===== src/design/tle_pkg.sv =====
package tle_pkg;

  localparam int unsigned MAX_SEGMENTS = 3;
  localparam int unsigned LVL_W        = 24;
  localparam int unsigned LEN_W        = 24;
  localparam int unsigned ACC_W        = 40;
  localparam int unsigned FRAC_SH      = 16;
  localparam int unsigned SEG_W        = 2;
  localparam int unsigned MAG_W        = LVL_W + 1;
  localparam int unsigned DIVD_W       = MAG_W + FRAC_SH;
  localparam int unsigned ADDR_W       = 5;
  localparam int unsigned DATA_W       = 32;

  typedef enum logic [2:0] {
    REG_LEVEL_START   = 3'd0,
    REG_LEVEL_ONE     = 3'd1,
    REG_LEVEL_TWO     = 3'd2,
    REG_LEVEL_THREE   = 3'd3,
    REG_LENGTH_ZERO   = 3'd4,
    REG_LENGTH_ONE    = 3'd5,
    REG_LENGTH_TWO    = 3'd6,
    REG_SEGMENTS_USED = 3'd7
  } tle_reg_e;

  typedef enum logic [1:0] {
    ST_IDLE,
    ST_DIV,
    ST_STEP,
    ST_FIN
  } tle_state_e;

  typedef struct packed {
    logic             start;
    logic             neg;
    logic [MAG_W-1:0] mag;
    logic [LEN_W-1:0] divisor;
  } tle_div_req_t;

  typedef struct packed {
    logic             done;
    logic [ACC_W-1:0] quot;
  } tle_div_rsp_t;

endpackage


===== src/design/tle_div.sv =====
module tle_div (
  input  logic                  clk_i,
  input  logic                  rst_ni,
  input  tle_pkg::tle_div_req_t req_i,
  output tle_pkg::tle_div_rsp_t rsp_o
);
  import tle_pkg::*;

  localparam int unsigned STEPS = DIVD_W;
  localparam int unsigned CNT_W = $clog2(STEPS);

  logic              busy_q, busy_d;
  logic              done_q, done_d;
  logic [CNT_W-1:0]  cnt_q, cnt_d;
  logic [LEN_W-1:0]  rem_q, rem_d;
  logic [DIVD_W-1:0] dq_q, dq_d;
  logic [LEN_W-1:0]  dvs_q;
  logic              neg_q;

  logic [LEN_W:0]    shifted;
  logic [LEN_W:0]    trial;
  logic              fit;
  logic              pos_over;
  logic              neg_over;

  // One restoring step per cycle; quotient bits shift in behind the dividend.
  always_comb begin
    shifted = {rem_q, dq_q[DIVD_W-1]};
    fit     = shifted >= {1'b0, dvs_q};
    trial   = shifted - {1'b0, dvs_q};
  end

  always_comb begin
    busy_d = busy_q;
    done_d = 1'b0;
    cnt_d  = cnt_q;
    rem_d  = rem_q;
    dq_d   = dq_q;
    if (req_i.start) begin
      busy_d = 1'b1;
      cnt_d  = '0;
      rem_d  = '0;
      dq_d   = {req_i.mag, {FRAC_SH{1'b0}}};
    end else if (busy_q) begin
      rem_d = fit ? trial[LEN_W-1:0] : shifted[LEN_W-1:0];
      dq_d  = {dq_q[DIVD_W-2:0], fit};
      cnt_d = cnt_q + 1'b1;
      if (cnt_q == CNT_W'(STEPS - 1)) begin
        busy_d = 1'b0;
        done_d = 1'b1;
      end
    end
  end

  always_ff @(posedge clk_i or negedge rst_ni) begin
    if (!rst_ni) begin
      busy_q <= 1'b0;
      done_q <= 1'b0;
      cnt_q  <= '0;
    end else begin
      busy_q <= busy_d;
      done_q <= done_d;
      cnt_q  <= cnt_d;
    end
  end

  always_ff @(posedge clk_i) begin
    rem_q <= rem_d;
    dq_q  <= dq_d;
    if (req_i.start) begin
      dvs_q <= req_i.divisor;
      neg_q <= req_i.neg;
    end
  end

  // Sign and clamp the magnitude quotient to the accumulator range.
  always_comb begin
    pos_over = dq_q[DIVD_W-1] | dq_q[ACC_W-1];
    neg_over = dq_q[DIVD_W-1] | (dq_q[ACC_W-1] & (|dq_q[ACC_W-2:0]));
    if (neg_q) begin
      rsp_o.quot = neg_over ? {1'b1, {(ACC_W-1){1'b0}}} : (~dq_q[ACC_W-1:0] + 1'b1);
    end else begin
      rsp_o.quot = pos_over ? {1'b0, {(ACC_W-1){1'b1}}} : dq_q[ACC_W-1:0];
    end
    rsp_o.done = done_q;
  end

endmodule


===== src/design/triggered_linear_envelope_core.sv =====
// A tick without a slope division passes through the STEP and FIN states before its
// result is registered; a tick that starts a segment (trigger or segment change) also
// waits in DIV on the 41-step restoring divider, which computes the new slope one bit
// per cycle. One tick is handled at a time; the next tick is taken once the result is
// registered, even while it waits on the output side.
// Reset: async, active low; all but level_q, play_q and divider data reset at once.
module triggered_linear_envelope_core (
  input  logic                         clk_i,
  input  logic                         rst_ni,
  // Configuration port.
  input  logic                         psel,
  input  logic                         penable,
  input  logic                         pwrite,
  input  logic [tle_pkg::ADDR_W-1:0]   paddr,
  input  logic [tle_pkg::DATA_W-1:0]   pwdata,
  output logic [tle_pkg::DATA_W-1:0]   prdata,
  output logic                         pready,
  // Sample tick input.
  input  logic                         in_valid_i,
  output logic                         in_ready_o,
  input  logic                         trigger_i,
  // Envelope result output.
  output logic                         out_valid_o,
  input  logic                         out_ready_i,
  output logic signed [tle_pkg::LVL_W-1:0] level_out_o,
  output logic                         playing_o
);
  import tle_pkg::*;

  // Breakpoint levels and segment lengths, packed so a segment number selects them.
  logic [3:0][LVL_W-1:0] lvl_q;
  logic [2:0][LEN_W-1:0] len_q;
  logic [SEG_W-1:0]      seg_used_q;

  // Envelope state.
  tle_state_e        state_q, state_d;
  logic [ACC_W-1:0]  acc_q, acc_d;
  logic [ACC_W-1:0]  slope_q, slope_d;
  logic [LEN_W-1:0]  cnt_q, cnt_d;
  logic [SEG_W-1:0]  seg_q, seg_d;
  logic              run_q, run_d;
  logic              post_step_q, post_step_d;

  // Output register.
  logic              out_valid_q, out_valid_d;
  logic [LVL_W-1:0]  level_q, level_d;
  logic              play_q, play_d;

  // Control strobes from the sequencer.
  logic              accept;
  logic              div_go;
  logic              out_load;

  // Datapath helpers.
  logic [SEG_W-1:0]  used;
  logic              seg_live;
  logic [LEN_W-1:0]  cur_len;
  logic              cnt_lt;
  logic [SEG_W-1:0]  seg_nxt;
  logic              nxt_live;
  logic              step_div;
  logic [SEG_W-1:0]  div_seg;
  logic [SEG_W-1:0]  div_seg_hi;
  logic [LEN_W-1:0]  div_len;
  logic              div_len_zero;
  logic [MAG_W-1:0]  diff;
  logic [ACC_W:0]    sum;
  logic [ACC_W-1:0]  acc_sat;
  logic              cfg_wr;

  tle_div_req_t      div_req;
  tle_div_rsp_t      div_rsp;

  function automatic logic [LEN_W-1:0] sel_len(input logic [2:0][LEN_W-1:0] l,
                                               input logic [SEG_W-1:0] s);
    logic [LEN_W-1:0] r;
    case (s)
      2'd0:    r = l[0];
      2'd1:    r = l[1];
      2'd2:    r = l[2];
      default: r = '0;
    endcase
    return r;
  endfunction

  // ---------------------------------------------------------------------------
  // Configuration registers. pready is tied high, so every access cycle with
  // pwrite set completes a write transaction.
  // ---------------------------------------------------------------------------
  assign pready = 1'b1;
  assign cfg_wr = psel & penable & pwrite;

  always_ff @(posedge clk_i or negedge rst_ni) begin
    if (!rst_ni) begin
      lvl_q      <= '0;
      len_q      <= '0;
      seg_used_q <= SEG_W'(1);
    end else if (cfg_wr) begin
      unique case (tle_reg_e'(paddr[4:2]))
        REG_LEVEL_START:   lvl_q[0]   <= pwdata[LVL_W-1:0];
        REG_LEVEL_ONE:     lvl_q[1]   <= pwdata[LVL_W-1:0];
        REG_LEVEL_TWO:     lvl_q[2]   <= pwdata[LVL_W-1:0];
        REG_LEVEL_THREE:   lvl_q[3]   <= pwdata[LVL_W-1:0];
        REG_LENGTH_ZERO:   len_q[0]   <= pwdata[LEN_W-1:0];
        REG_LENGTH_ONE:    len_q[1]   <= pwdata[LEN_W-1:0];
        REG_LENGTH_TWO:    len_q[2]   <= pwdata[LEN_W-1:0];
        REG_SEGMENTS_USED: seg_used_q <= pwdata[SEG_W-1:0];
        default:           lvl_q[0]   <= lvl_q[0];
      endcase
    end
  end

  always_comb begin
    unique case (tle_reg_e'(paddr[4:2]))
      REG_LEVEL_START:   prdata = DATA_W'(lvl_q[0]);
      REG_LEVEL_ONE:     prdata = DATA_W'(lvl_q[1]);
      REG_LEVEL_TWO:     prdata = DATA_W'(lvl_q[2]);
      REG_LEVEL_THREE:   prdata = DATA_W'(lvl_q[3]);
      REG_LENGTH_ZERO:   prdata = DATA_W'(len_q[0]);
      REG_LENGTH_ONE:    prdata = DATA_W'(len_q[1]);
      REG_LENGTH_TWO:    prdata = DATA_W'(len_q[2]);
      REG_SEGMENTS_USED: prdata = DATA_W'(seg_used_q);
      default:           prdata = '0;
    endcase
  end

  // ---------------------------------------------------------------------------
  // Datapath conditions. The segment count is clamped: zero counts as one and
  // anything above the supported maximum counts as the maximum.
  // ---------------------------------------------------------------------------
  always_comb begin
    if (seg_used_q == '0) begin
      used = SEG_W'(1);
    end else if (seg_used_q > SEG_W'(MAX_SEGMENTS)) begin
      used = SEG_W'(MAX_SEGMENTS);
    end else begin
      used = seg_used_q;
    end

    seg_live = run_q && (seg_q < used);
    cur_len  = sel_len(len_q, seg_q);
    cnt_lt   = cnt_q < cur_len;
    seg_nxt  = seg_q + 1'b1;
    nxt_live = seg_nxt < used;
    step_div = seg_live && !cnt_lt && nxt_live;

    // A trigger always computes the slope of the first segment; a segment
    // change computes the slope of the segment that follows.
    div_seg      = (state_q == ST_IDLE) ? '0 : seg_nxt;
    div_seg_hi   = div_seg + 1'b1;
    div_len      = sel_len(len_q, div_seg);
    div_len_zero = (div_len == '0);
    diff         = {lvl_q[div_seg_hi][LVL_W-1], lvl_q[div_seg_hi]}
                 - {lvl_q[div_seg][LVL_W-1], lvl_q[div_seg]};

    // Saturating accumulate: an overflow shows as a disagreement of the two
    // top bits of the widened sum.
    sum = {acc_q[ACC_W-1], acc_q} + {slope_q[ACC_W-1], slope_q};
    if (sum[ACC_W] != sum[ACC_W-1]) begin
      acc_sat = sum[ACC_W] ? {1'b1, {(ACC_W-1){1'b0}}} : {1'b0, {(ACC_W-1){1'b1}}};
    end else begin
      acc_sat = sum[ACC_W-1:0];
    end
  end

  // The divider works on the magnitude of the level difference; the sign is
  // restored at the end so the quotient truncates toward zero.
  always_comb begin
    div_req.start   = div_go;
    div_req.neg     = diff[MAG_W-1];
    div_req.mag     = diff[MAG_W-1] ? (~diff + 1'b1) : diff;
    div_req.divisor = div_len;
  end

  tle_div u_div (
    .clk_i  (clk_i),
    .rst_ni (rst_ni),
    .req_i  (div_req),
    .rsp_o  (div_rsp)
  );

  // ---------------------------------------------------------------------------
  // Sequencer: IDLE takes a tick, DIV waits on the divider, STEP advances the
  // envelope by one sample, FIN moves the result into the output register.
  // ---------------------------------------------------------------------------
  always_comb begin
    state_d = state_q;
    unique case (state_q)
      ST_IDLE: begin
        if (in_valid_i) begin
          state_d = (trigger_i && !div_len_zero) ? ST_DIV : ST_STEP;
        end
      end
      ST_DIV: begin
        if (div_rsp.done) begin
          state_d = post_step_q ? ST_STEP : ST_FIN;
        end
      end
      ST_STEP: begin
        state_d = (step_div && !div_len_zero) ? ST_DIV : ST_FIN;
      end
      ST_FIN: begin
        if (!out_valid_q || out_ready_i) begin
          state_d = ST_IDLE;
        end
      end
      default: state_d = ST_IDLE;
    endcase
  end

  always_comb begin
    in_ready_o = (state_q == ST_IDLE);
    accept     = in_ready_o && in_valid_i;
    div_go     = (accept && trigger_i && !div_len_zero)
              || ((state_q == ST_STEP) && step_div && !div_len_zero);
    out_load   = (state_q == ST_FIN) && (!out_valid_q || out_ready_i);
  end

  // Envelope state updates.
  always_comb begin
    acc_d       = acc_q;
    slope_d     = slope_q;
    cnt_d       = cnt_q;
    seg_d       = seg_q;
    run_d       = run_q;
    post_step_d = post_step_q;

    if (accept && trigger_i) begin
      // Restart: load the first level, clear position, and fetch the slope.
      acc_d       = {lvl_q[0], {FRAC_SH{1'b0}}};
      run_d       = 1'b1;
      seg_d       = '0;
      cnt_d       = '0;
      post_step_d = 1'b1;
      if (div_len_zero) begin
        slope_d = '0;
      end
    end

    if (state_q == ST_STEP) begin
      if (seg_live) begin
        if (cnt_lt) begin
          acc_d = acc_sat;
          cnt_d = cnt_q + 1'b1;
        end else begin
          // End of the segment: this tick holds the level.
          seg_d       = seg_nxt;
          cnt_d       = '0;
          post_step_d = 1'b0;
          if (nxt_live && div_len_zero) begin
            slope_d = '0;
          end
        end
      end else begin
        // Idle or finished: park on the final breakpoint level.
        run_d = 1'b0;
        cnt_d = '0;
        seg_d = '0;
        acc_d = {lvl_q[used], {FRAC_SH{1'b0}}};
      end
    end

    if ((state_q == ST_DIV) && div_rsp.done) begin
      slope_d = div_rsp.quot;
    end
  end

  // Output register: it frees the sequencer to take the next tick while the
  // current transaction waits on the output side.
  always_comb begin
    out_valid_d = out_valid_q;
    level_d     = level_q;
    play_d      = play_q;
    if (out_load) begin
      out_valid_d = 1'b1;
      level_d     = acc_q[ACC_W-1:FRAC_SH];
      play_d      = run_q;
    end else if (out_valid_q && out_ready_i) begin
      out_valid_d = 1'b0;
    end
  end

  always_ff @(posedge clk_i or negedge rst_ni) begin
    if (!rst_ni) begin
      state_q     <= ST_IDLE;
      acc_q       <= '0;
      slope_q     <= '0;
      cnt_q       <= '0;
      seg_q       <= '0;
      run_q       <= 1'b0;
      post_step_q <= 1'b0;
      out_valid_q <= 1'b0;
    end else begin
      state_q     <= state_d;
      acc_q       <= acc_d;
      slope_q     <= slope_d;
      cnt_q       <= cnt_d;
      seg_q       <= seg_d;
      run_q       <= run_d;
      post_step_q <= post_step_d;
      out_valid_q <= out_valid_d;
    end
  end

  always_ff @(posedge clk_i) begin
    level_q <= level_d;
    play_q  <= play_d;
  end

  assign out_valid_o = out_valid_q;
  assign level_out_o = level_q;
  assign playing_o   = play_q;

endmodule


===== config.mk =====
export PLATFORM = sky130hd
export DESIGN_NAME = triggered_linear_envelope_core
export DESIGN_NICKNAME = d
export VERILOG_FILES = /design/src/design/tle_pkg.sv /design/src/design/tle_div.sv /design/src/design/triggered_linear_envelope_core.sv
export SDC_FILE = /design/constraint.sdc
export NUM_CORES = 1
export LEC_CHECK = 0
export BUFFER_PORTS_ARGS = -buffer_cell sky130_fd_sc_hd__buf_2
export CORE_MARGIN = 2
export CORE_UTILIZATION = 55
export CTS_CLUSTER_SIZE = 30
export DETAILED_ROUTE_END_ITERATION = 7
export PLACE_DENSITY_LB_ADDON = 0.12
export SYNTH_ARGS = -nofsm -noshare
export SYNTH_HDL_FRONTEND = slang
export SYNTH_SLANG_ARGS = --single-unit

===== constraint.sdc =====
create_clock -name clk_i -period 17.61 [get_ports clk_i]
set_input_delay 3.522 -clock clk_i [delete_from_list [all_inputs] [get_ports clk_i]]
set_output_delay 3.522 -clock clk_i [all_outputs]
set_load 0.01 [all_outputs]

==> results.md <==
* Dpl hpwl at between 60 and 70 mm
* CTS H-tree depth at 2
* Post_cts resized at 0
* IO Pins at 105
* Critical Setup Path Class: input pin to primary output
* Synth-to-layout area growth at 8.413%
* Status: completed
* Largest net degree at the start of global routing at 173
* Crit path launch type: input pin
* DR iter-0 viols at 2,958
* Most frequent cells in the layout: 325 x nand2_1, 286 x dfrtp_1, 221 x a21oi_1
* Post-CTS Setup Bufs at 0
* Final period util at 55.73%
* Seq cells post-synth at 404
* Vias in the first global route at about 24k
* DR pass1 iterations at 7
* Crit path largest cell delay at between 600 and 700 ps
* Worst-Skew Late Latency at 610 ps
* Worst Tran Pin Value at 1153 ps
* Post-Synthesis Cells at about 3.2k
* RSZ-0062 raised after global routing: no
* Post-layout min period at 9814 ps
* Max Root-Sink Buffers at 3
* Vias at between 20k and 30k
* Crit path to: prdata[0]
* TritonCTS Buffers at 47
* Max Cap Viol at 0
* Reg-to-Reg End: u_div.dq_q[36]$_DFFE_PP_
* CP max FO at 57
* Wire per inst at 24.50 um
* Finished layout cell area at 31,230 um^2
* Initial Util at 55.93%
* Initial antenna violation count at 10
* Yosys warns at 0
* Yosys cell types at around 110
* Die Area at 54,220 um^2
* Post-synth EDFFs at 75
* CP max-delay cell: buf_4
* Peak Freq at 101.9 MHz
* Number of vias per cell at 6.716
* Synth Flop Type: dfrtp_1
* Worst Hold Path Cells at 2
* Layout cells sized above 1 at 16.81%
* Area after DPL at between 20,000 and 30,000 um^2
* Worst Path Arrival at 6290 ps
* Die Span X at approximately 230 um
* Core Rows at 83
* I/O Buffers at 85
* Die Height at 232.9 um
* Critical-path cell list: buf_2 > buf_4 > clkinv_1 > nor2_1 > a22o_1 > nand2_1 > a31oi_1 > nor2_1 > a31oi_1 > buf_2
* DR DRC count at 0
* R2R depth at 18
* Cts hold-fix bufs at 0
* Syn_area_per_cell at ~9.1 um^2
* Post-route ant nets at 0
* Tot GR Track Use at approximately a third
* First-pass GRT wire length at 143.9 mm
* Clock root buffer: clkbuf_16
* Synth area leaders: dfrtp_1 25%, edfxtp_1 7.8%, mux2_2 7.6%
* Worst R2R Setup Slack at 10,920 ps
* Clock sinks at 404
* Synth async-reset ratio at between 70% and 80%
* Routability cong. at between 0.9 and 1
* Req. time, crit path at between 10,000 and 15,000 ps
* Kind of end point of the critical path: primary output
* Worst Setup SP: paddr[3]
* HP Class: flop to flop
* Commonest non-fill, non-tap cell in the layout: nand2_1
* Leading area contributor after synthesis: dfrtp_1
* Post-synthesis sequential area ratio at 35.71%
* GRT Residual Overflow at 0
* Nets@finish at roughly 3.3k
* CTS tree: yes
* Final Hold Vio Count at 0
* FF-to-FF Start: seg_q[0]$_DFF_PN0_
* Final setup vio count at 0
* Fin Setup TNS at 0 ps
* Final WL at 94.28 mm
* Area share of the largest cell type after synthesis at 25.02%
* Worst slew margin relative to its limit at 23.11%
* Synth Cell Area at 28,810 um^2
* Core Region at between 50,000 and 60,000 um^2
* Fin Clk Skew at 21.26 ps
* Clock-pin slew on the worst setup and hold paths at 60 ps
* Final slew viol count at 0
worst min path at each step:
stage | endpoint | slack [ps] | start
floorplan | playing_o$_DFFE_PP_ | 440 | run_q$_DFF_PN0_
global placement | slope_q[22]$_DFF_PN0_ | 480 | slope_q[22]$_DFF_PN0_
detailed placement | slope_q[12]$_DFF_PN0_ | 480 | slope_q[12]$_DFF_PN0_
CTS | slope_q[12]$_DFF_PN0_ | 500 | slope_q[12]$_DFF_PN0_
global route | cnt_q[23]$_DFFE_PN0P_ | 520 | cnt_q[23]$_DFFE_PN0P_
finish | slope_q[14]$_DFF_PN0_ | 500 | slope_q[14]$_DFF_PN0_
worst max-delay path, delay by kind of cell:
kind / cells / cell delay (ps)
buffers and inverters: 4 / 1500
AOI/OAI and AO/OA: 3 / 730
and+or+nand+nor: 3 / 490
kinds of logic (layout without fill, tap and decap cells):
family | Yosys count | count (layout) | share of synthesized area (%)
AO/OA/AOI/OAI | 935 | 935 | 21.46
XOR/XNOR | 77 | 77 | 2.341
adder cells (fa/ha/maj) | 126 | 126 | 5.551
buffers and inverters | 307 | 297 | 4.274
flip-flops | 404 | 404 | 35.71
multiplexers | 324 | 324 | 13.72
other | 2 | 12 | 0.02607
AND/OR/NAND/NOR | 993 | 993 | 16.93
final cells by class:
| class | instances | area [um^2] |
|---|---|---|
| multi-input cells | 2464 | 17390 |
| clock buffers | 55 | 1290 |
| diodes | 3 | 7.507 |
| clock inverters | 28 | 324.1 |
| flip-flops and latches | 404 | 10290 |
| well taps | 680 | 850.8 |
| fillers | 4547 | 20280 |
| inverters | 90 | 339.1 |
| repair buffers | 124 | 740.7 |
sequential cells by signal (all words and copies together), names as in the netlist, 2 cells and up:
register,flops
seg_q,2
u_div.dvs_q,24
slope_q,40
u_div.cnt_q,6
len_q,72
state_q,2
lvl_q,96
level_out_o,24
u_div.dq_q,41
seg_used_q,2
cnt_q,24
acc_q,40
u_div.rem_q,24
layer usage:
| layer | vias up | routed length (um) | global-route usage (%) |
|---|---|---|---|
| li1 | 11750 | - | - |
| met2 | 1233 | 40530 | 50.89 |
| met1 | 12610 | 39370 | 47.93 |
| met5 | - | 69 | 0 |
| met4 | 10 | 5288 | 17.91 |
| met3 | 235 | 9017 | 7.488 |
cell usage after synthesis, types with 19 or more instances:
| cell type | n |
|---|---|
| xor2_1 | 29 |
| nor2b_1 | 39 |
| a21o_1 | 38 |
| clkbuf_1 | 171 |
| mux2_2 | 195 |
| o31ai_1 | 34 |
| or2_2 | 33 |
| nand2_1 | 325 |
| nand3b_1 | 20 |
| o21ai_1 | 32 |
| edfxtp_1 | 75 |
| a211oi_1 | 45 |
| nor3_1 | 55 |
| inv_1 | 87 |
| and3_1 | 29 |
| ha_1 | 123 |
| o21a_1 | 24 |
| o211ai_1 | 39 |
| mux2i_1 | 91 |
| dfrtp_1 | 288 |
| a222oi_1 | 24 |
| dfxtp_1 | 40 |
| or3_1 | 32 |
| buf_2 | 19 |
| nor2_1 | 209 |
| nand3_1 | 93 |
| nand2b_1 | 35 |
| o21ai_0 | 213 |
| a32o_1 | 21 |
| nand4_1 | 32 |
| xnor2_1 | 48 |
| a31oi_1 | 28 |
| a21oi_1 | 222 |
| nor4_1 | 20 |
| mux4_2 | 37 |
| o21bai_1 | 20 |
| a22oi_1 | 33 |
through the flow:
step	std cells	setup slack, ps	hold slack [ps]	utilization [%]
global route	3846	7650	520.5	60.62
finish	3848	7796	496.1	60.63
global placement	3762	7895	480.9	57.48
CTS	3845	7917	497.6	60.62
detailed placement	3762	7920	483.3	57.48
floorplan	3175	8851	441.6	-
Power is left out: the tool's default activity adds up to more than one toggle a clock period on the data nets, which glitch-free logic cannot reach.
